[src/rtl/assert_macros.svh]
// assertion macros used by the rtl filter telnet_iac_filter
`ifndef ASSERT_MACROS_SVH
`define ASSERT_MACROS_SVH

// property that holds at every clock edge out of reset
`define AST_ALWAYS(label, prop, msg) \
    label: assert property (@(posedge i_clk) disable iff (!i_rst_n) (prop)) else $error(msg);

// antecedent in one cycle implies consequent in the next
`define AST_NEXT(label, ante, cons, msg) \
    label: assert property (@(posedge i_clk) disable iff (!i_rst_n) (ante) |=> (cons)) \
        else $error(msg);

`endif

[src/rtl/tiac_pkg.sv]
// package with telnet command codes, option codes, terminal character codes and filter state type
package tiac_pkg;

    localparam logic [7:0] C_NOP  = 8'd241;
    localparam logic [7:0] C_BRK  = 8'd243;
    localparam logic [7:0] C_IP   = 8'd244;
    localparam logic [7:0] C_EC   = 8'd247;
    localparam logic [7:0] C_EL   = 8'd248;
    localparam logic [7:0] C_WILL = 8'd251;
    localparam logic [7:0] C_WONT = 8'd252;
    localparam logic [7:0] C_DO   = 8'd253;
    localparam logic [7:0] C_DONT = 8'd254;
    localparam logic [7:0] C_IAC  = 8'd255;

    localparam logic [7:0] OPT_ECHO   = 8'd1;
    localparam logic [7:0] OPT_SGA    = 8'd3;
    localparam logic [7:0] OPT_LOGOUT = 8'd18;

    localparam logic [7:0] CH_BRK = 8'h1C;
    localparam logic [7:0] CH_IP  = 8'h03;
    localparam logic [7:0] CH_EC  = 8'h08;
    localparam logic [7:0] CH_EL  = 8'h15;

    typedef enum logic [2:0] {
        P_IDLE,
        P_IAC,
        P_WILL,
        P_WONT,
        P_DO,
        P_DONT
    } t_pend;

endpackage

[src/rtl/tiac_if.sv]
// valid/ready channel interfaces for received bytes and filter results
interface tiac_rx_if;
    logic       valid;
    logic       ready;
    logic [7:0] rx_byte;

    modport source (output valid, output rx_byte, input ready);
    modport sink   (input valid, input rx_byte, output ready);
endinterface

interface tiac_tx_if;
    logic       valid;
    logic       ready;
    logic [7:0] out_byte;
    logic       to_peer;
    logic       last_of_run;
    logic       close_request;
    logic       echo_on;

    modport source (output valid, output out_byte, output to_peer, output last_of_run,
                    output close_request, output echo_on, input ready);
    modport sink   (input valid, input out_byte, input to_peer, input last_of_run,
                    input close_request, input echo_on, output ready);
endinterface

[src/rtl/telnet_iac_filter.sv]
// telnet iac filter: decodes received bytes into terminal characters and peer replies
//
// channel  dir  beat content
// i_rx     in   rx_byte from the telnet peer
// o_tx     out  out_byte, to_peer, last_of_run, close_request, echo_on
//
// each received byte is decoded in the cycle it is taken and loaded into a
// three-byte result buffer; one result beat leaves per cycle while o_tx.ready is high
// a byte giving zero or one result is taken every cycle while o_tx.ready is
// high; a reply byte stalls i_rx, due to the single output port of the result buffer
// i_rx.ready is high while the buffer is empty or its last beat is being taken
// synchronous active-low reset clears the pending command, echo flag and buffer
`include "assert_macros.svh"

module telnet_iac_filter (
    input  logic          i_clk,
    input  logic          i_rst_n,
    tiac_rx_if.sink       i_rx,
    tiac_tx_if.source     o_tx
);
    import tiac_pkg::*;

    t_pend       r_pend, n_pend;
    logic        r_echo_flag, n_echo_flag;
    logic [1:0]  r_left, n_left;
    logic [7:0]  r_b0, r_b1, r_b2;
    logic        r_peer, r_close;

    logic [1:0]  d_cnt;
    logic [7:0]  d_b0, d_b1, d_b2;
    logic        d_peer, d_close;
    logic        w_acc, w_pop;

    assign i_rx.ready = (r_left == 2'd0) || ((r_left == 2'd1) && o_tx.ready);
    assign w_acc      = i_rx.valid && i_rx.ready;
    assign w_pop      = o_tx.valid && o_tx.ready;

    assign o_tx.valid         = (r_left != 2'd0);
    assign o_tx.out_byte      = r_b0;
    assign o_tx.to_peer       = r_peer;
    assign o_tx.last_of_run   = (r_left == 2'd1);
    assign o_tx.close_request = r_close;
    assign o_tx.echo_on       = r_echo_flag;

    // decode of one received byte
    always_comb begin
        n_pend      = P_IDLE;
        n_echo_flag = r_echo_flag;
        d_cnt       = 2'd0;
        d_b0        = i_rx.rx_byte;
        d_b1        = C_WILL;
        d_b2        = i_rx.rx_byte;
        d_peer      = 1'b0;
        d_close     = 1'b0;
        unique case (r_pend) inside
            P_IDLE: begin
                if (i_rx.rx_byte == C_IAC) begin
                    n_pend = P_IAC;
                end else begin
                    d_cnt = 2'd1;
                end
            end
            P_IAC: begin
                case (i_rx.rx_byte)
                    C_BRK: begin
                        d_cnt = 2'd1;
                        d_b0  = CH_BRK;
                    end
                    C_IP: begin
                        d_cnt = 2'd1;
                        d_b0  = CH_IP;
                    end
                    C_EC: begin
                        d_cnt = 2'd1;
                        d_b0  = CH_EC;
                    end
                    C_EL: begin
                        d_cnt = 2'd1;
                        d_b0  = CH_EL;
                    end
                    C_IAC: begin
                        d_cnt = 2'd1;
                    end
                    C_WILL: n_pend = P_WILL;
                    C_WONT: n_pend = P_WONT;
                    C_DO:   n_pend = P_DO;
                    C_DONT: n_pend = P_DONT;
                    default: n_pend = P_IDLE;
                endcase
            end
            P_WILL, P_DONT: begin
                if (i_rx.rx_byte == OPT_ECHO) begin
                    n_echo_flag = 1'b0;
                    d_cnt       = 2'd3;
                    d_b1        = C_WONT;
                end
            end
            P_WONT: begin
                d_cnt = 2'd0;
            end
            P_DO: begin
                d_cnt = 2'd3;
                case (i_rx.rx_byte)
                    OPT_ECHO:   n_echo_flag = 1'b1;
                    OPT_SGA:    d_b1 = C_WILL;
                    OPT_LOGOUT: d_close = 1'b1;
                    default:    d_b1 = C_WONT;
                endcase
            end
            default: begin
                d_cnt = 2'd0;
            end
        endcase
        // replies always open with iac
        if (d_cnt == 2'd3) begin
            d_b0   = C_IAC;
            d_peer = 1'b1;
        end
    end

    always_comb begin
        n_left = r_left;
        if (w_acc) begin
            n_left = d_cnt;
        end else if (w_pop) begin
            n_left = r_left - 2'd1;
        end
    end

    always_ff @(posedge i_clk) begin
        if (!i_rst_n) begin
            r_pend      <= P_IDLE;
            r_echo_flag <= 1'b0;
            r_left      <= 2'd0;
        end else begin
            r_left <= n_left;
            if (w_acc) begin
                r_pend      <= n_pend;
                r_echo_flag <= n_echo_flag;
            end
        end
    end

    // result buffer, shifts one beat per pop
    always_ff @(posedge i_clk) begin
        if (w_acc) begin
            r_b0    <= d_b0;
            r_b1    <= d_b1;
            r_b2    <= d_b2;
            r_peer  <= d_peer;
            r_close <= d_close;
        end else if (w_pop) begin
            r_b0 <= r_b1;
            r_b1 <= r_b2;
        end
    end

    `AST_ALWAYS(a_close_is_reply, !o_tx.valid || !o_tx.close_request || o_tx.to_peer,
        "close request on a terminal beat")
    `AST_ALWAYS(a_reply_opens_iac, !(o_tx.valid && (r_left == 2'd3)) || (o_tx.out_byte == C_IAC),
        "reply does not start with iac")
    `AST_NEXT(a_stall_holds, o_tx.valid && !o_tx.ready, $stable(r_left) && $stable(r_b0),
        "result buffer moved during stall")
    `AST_NEXT(a_iac_silent, w_acc && (r_pend == P_IDLE) && (i_rx.rx_byte == C_IAC),
        !o_tx.valid && (r_pend == P_IAC), "lone iac produced a beat")
    `AST_NEXT(a_echo_only_on_accept, !w_acc, $stable(r_echo_flag),
        "echo flag changed without a received byte")

endmodule
[src/flat_wrapper.sv]
// flat-port wrapper written by rule: the top's interface ports become plain ports
module telnet_iac_filter_flat import tiac_pkg::*;
  (i_clk, i_rst_n, i_rx_valid, i_rx_rx_byte, i_rx_ready, o_tx_valid, o_tx_out_byte, o_tx_to_peer, o_tx_last_of_run, o_tx_close_request, o_tx_echo_on, o_tx_ready);
  tiac_rx_if i_rx_i ();
  tiac_tx_if o_tx_i ();
  input  logic i_clk;
  input  logic i_rst_n;
  input wire logic [$bits(i_rx_i.valid)-1:0] i_rx_valid;
  input wire logic [$bits(i_rx_i.rx_byte)-1:0] i_rx_rx_byte;
  output wire logic [$bits(i_rx_i.ready)-1:0] i_rx_ready;
  output wire logic [$bits(o_tx_i.valid)-1:0] o_tx_valid;
  output wire logic [$bits(o_tx_i.out_byte)-1:0] o_tx_out_byte;
  output wire logic [$bits(o_tx_i.to_peer)-1:0] o_tx_to_peer;
  output wire logic [$bits(o_tx_i.last_of_run)-1:0] o_tx_last_of_run;
  output wire logic [$bits(o_tx_i.close_request)-1:0] o_tx_close_request;
  output wire logic [$bits(o_tx_i.echo_on)-1:0] o_tx_echo_on;
  input wire logic [$bits(o_tx_i.ready)-1:0] o_tx_ready;
  assign i_rx_i.valid = i_rx_valid;
  assign i_rx_i.rx_byte = i_rx_rx_byte;
  assign i_rx_ready = i_rx_i.ready;
  assign o_tx_valid = o_tx_i.valid;
  assign o_tx_out_byte = o_tx_i.out_byte;
  assign o_tx_to_peer = o_tx_i.to_peer;
  assign o_tx_last_of_run = o_tx_i.last_of_run;
  assign o_tx_close_request = o_tx_i.close_request;
  assign o_tx_echo_on = o_tx_i.echo_on;
  assign o_tx_i.ready = o_tx_ready;
  telnet_iac_filter u_core (.i_clk(i_clk), .i_rst_n(i_rst_n), .i_rx(i_rx_i), .o_tx(o_tx_i));
endmodule
[config.mk]
export PLATFORM = sky130hd
export DESIGN_NAME = telnet_iac_filter_flat
export DESIGN_NICKNAME = d
export VERILOG_FILES = /design/src/rtl/tiac_pkg.sv /design/src/rtl/tiac_if.sv /design/src/rtl/telnet_iac_filter.sv /design/src/flat_wrapper.sv
export VERILOG_INCLUDE_DIRS = /design/src /design/src/rtl
export SDC_FILE = /design/constraint.sdc
export NUM_CORES = 1
export LEC_CHECK = 0
export BUFFER_PORTS_ARGS = -buffer_cell sky130_fd_sc_hd__buf_4
export CAP_MARGIN = 20
export CORE_MARGIN = 2
export CORE_UTILIZATION = 30
export CTS_CLUSTER_DIAMETER = 50
export CTS_CLUSTER_SIZE = 14
export DETAILED_ROUTE_END_ITERATION = 10
export HOLD_SLACK_MARGIN = 0.1
export REMOVE_ABC_BUFFERS = 1
export SLEW_MARGIN = 20
export SYNTH_ARGS = -nofsm -noshare
export SYNTH_HDL_FRONTEND = slang
export SYNTH_SLANG_ARGS = --single-unit
[constraint.sdc]
create_clock -name i_clk -period 2.3 [get_ports i_clk]
set_clock_uncertainty 0.15 [all_clocks]
set_input_delay 0 -clock i_clk [delete_from_list [all_inputs] [get_ports i_clk]]
set_output_delay 0 -clock i_clk [all_outputs]
set_load 0.02 [all_outputs]
==> impl_metrics.env <==
export IMPL_synth_flop_cell="edfxtp_1"
export IMPL_syn2layout_area_growth_pct=26.83
export IMPL_min_from="o_tx_ready"
export IMPL_grt_pass1_wl_um=5996
export IMPL_grt_max_degree=22
export IMPL_clk_path_buf_depth=2
export IMPL_die_w_um=77.97
export IMPL_tritoncts_num_buffers=5
export IMPL_htree_num_levels=2
export IMPL_multiInputGateArea_um2=678.2
export IMPL_hold_path_depth=4
export IMPL_fin_hold_ws_ps=157.0
export IMPL_final_antenna_net_count=0
export IMPL_synth_top_cell_area_share_pct=47.56
export IMPL_final_min_clock_period_ps=1947
export IMPL_vdd_drop_max_mv=0.4098
export IMPL_io_pins=26
export IMPL_nets=205
export IMPL_cts_sinks=32
export IMPL_synth_top_cells_by_area="edfxtp_1 (48%), dfxtp_1 (7.3%), a21oi_1 (3.4%)"
export IMPL_synth_commonest_cells="edfxtp_1 (26), nor2_1 (14), a21oi_1 (11), nand2_1 (9), nand2b_1 (7)"
export IMPL_ff2ff_setup_slack_ps=350
export IMPL_status="complete, no violations"
export IMPL_worstPathMaxFanout=15
export IMPL_setup_viol=0
export IMPL_drive_above_1_share_pct=21.35
export IMPL_avgViaCountPerCell=5.004
export IMPL_synth_cell_types=50
export IMPL_synth_edff_count=26
export IMPL_ys_warn_count=0
export IMPL_powerDensity_mw_per_mm2=979.8
export IMPL_async_reset_ff_share_pct=0
export IMPL_firstDrtPassIters=4
export IMPL_critPathLaunchType="register"
export IMPL_instances_no_fill=262
export IMPL_relSlewSlack_pct=70.09
export IMPL_cts_tree="yes"
export IMPL_cts_resized=0
export IMPL_dieArea_mm2=0.006079
export IMPL_drt_iter0_markers=142
export IMPL_reg2reg_from="u_core.r_left[0]"
export IMPL_required_ps=2190
export IMPL_finalHoldViolCount=0
export IMPL_total_power_mw=2.040
export IMPL_place_area_mm2=0.001901
export IMPL_first_global_vias=1251
export IMPL_syn_inst=153
export IMPL_track_usage_pct=12.58
export IMPL_grt_antenna_before_repair=0
export IMPL_stdcell_area_mm2=0.002082
export IMPL_gp_congestion=0.8295
export IMPL_rsz0062_at_grt="no"
export IMPL_n_fill_cell=520
export IMPL_setup_worst_path_class="register to register"
export IMPL_syn_cell_area_mm2=0.001642
export IMPL_synth_most_common_cell="edfxtp_1"
export IMPL_drc=0
export IMPL_hold_path_class="primary input to register"
export IMPL_ys_ff_latch=32
export IMPL_placement_io_buffers=25
export IMPL_worstPathArrival_ps=1840
export IMPL_die_y_um=77.97
export IMPL_tightest_slew_ps=448.6
export IMPL_overflow=0
export IMPL_end_kind="register"
export IMPL_drt_wl_total_um=3594
export IMPL_hpwl_um=2498
export IMPL_yosys_area_top_type="edfxtp_1"
export IMPL_worstReg2RegEnd="u_core.r_b1[1]"
export IMPL_fin_crit_sh_pct=84.66
export IMPL_rows=26
export IMPL_clk_pin_slew_ps=70
export IMPL_holdPathEnd="u_core.o_tx.to_peer"
export IMPL_syn_area_per_cell_um2=10.73
export IMPL_clock_root_buffer="clkbuf_8"
export IMPL_clock_latency_ps=280
export IMPL_max_freq_mhz=513.6
export IMPL_wl_per_cell_um=13.72
export IMPL_finalMaxSlewViolations=0
export IMPL_start_util_pct=31.54
export IMPL_ys_seq_area_share_pct=54.88
export IMPL_antenna_cells=0
export IMPL_power_leakage_nw=0.7644
export IMPL_seq_area_um2=900.9
export IMPL_r2r_cells=8
export IMPL_post_place_cells=244
export IMPL_cap_violations=0
export IMPL_core_area_mm2=0.005205
export IMPL_vias=1311
[through the flow]
stage | setup slack, ps | TNS, ps | util (%)
after floorplan | -58.65 | -58.65 | -
after global placement | 375.0 | 0 | 36.51
after detailed placement | 354.9 | 0 | 36.51
after CTS | 337.9 | 0 | 40.00
after global routing | 252.9 | 0 | 40.00
final | 352.8 | 0 | 40.00
[layer usage]
metal	share of wire [%]	GRT usage [%]	vias up
li1	-	-	645
met1	48	17.84	616
met2	46	18.02	46
met3	5.5	3.953	4
met4	0.53	4.386	0
met5	0	0	-
[final cells by class]
cell class,count,share of cell area (%)
clock buffers,7,3.666
well taps,70,4.207
flip-flops and latches,32,43.27
multi-input cells,108,32.57
inverters,6,1.142
clock inverters,1,0.2404
repair buffers,38,14.90
[cells by family (layout without fill, tap and decap cells)]
| group | after synthesis | after routing | share of synthesized area [%] |
|---|---|---|---|
| flops | 32 | 32 | 54.88 |
| simple gates | 61 | 61 | 20.58 |
| buf+inv | 13 | 52 | 3.811 |
| compound gates | 40 | 40 | 16.16 |
| fa+ha+maj | 2 | 2 | 1.524 |
| mux | 3 | 3 | 1.982 |
| xor+xnor | 2 | 2 | 1.067 |
[worst max-delay path: stages (launching register included)]
cell and delay (ps):
dfxtp_1 350, inv_1 80, ha_1 230, a21o_1 170
nand2_1 100, buf_4 230, nor2_1 90, o21a_1 150
a21o_1 160
[cell usage in the layout, fill, tap and decap left out, types with 2 or more instances in the layout]
master / count
a21boi_1: 2
a21o_1: 3
a21oi_1: 11
a31o_2: 2
and2_1: 2
and4_1: 2
buf_4: 28
clkbuf_1: 2
clkbuf_8: 5
clkinv_2: 2
dfxtp_1: 6
dlygate4sd3_1: 10
edfxtp_1: 26
ha_1: 2
inv_1: 5
nand2_1: 9
nand2b_1: 7
nand3_1: 4
nand4_1: 4
nor2_1: 14
nor2b_1: 3
nor3_1: 5
o2111ai_1: 2
o21ai_0: 6
o21ai_1: 3
o22a_1: 2
[sequential cells by signal, indices dropped and copies added, names as in the netlist]
signal / flops
u_core.r_b2: 8
u_core.o_tx.to_peer: 1
u_core.o_tx.out_byte: 8
u_core.o_tx.echo_on: 1
u_core.r_pend: 3
u_core.o_tx.close_request: 1
u_core.r_b1: 8
u_core.r_left: 2
[what timing repair did]
item                                   in CTS  in global routing
endpoints found under the hold margin      22                  0
hold buffers                               10                  0
setup buffers                               0                  0
[power breakdown]
group / switching (mW) / internal (mW) / total [mW]
logic: 0.442 / 0.296 / 0.738
registers: 0.0426 / 0.856 / 0.899
clock network: 0.192 / 0.212 / 0.403
total: 0.676 / 1.36 / 2.04
[worst max-delay path by stage]
stage / startpoint / end / slack (ps) / cells past startpoint
global route: u_core.r_left[0] / u_core.r_b1[1] / 250 / 8
finish: u_core.r_left[0] / u_core.r_b1[1] / 350 / 8
floorplan: u_core.r_left[1] / u_core.o_tx.echo_on / -60 / 8
CTS: u_core.r_left[0] / u_core.r_b1[1] / 340 / 8
detailed placement: u_core.r_left[0] / u_core.r_b1[1] / 350 / 8
global placement: u_core.r_left[0] / u_core.r_b1[0] / 380 / 8
No activity file was read; power rests on OpenSTA's default activity.
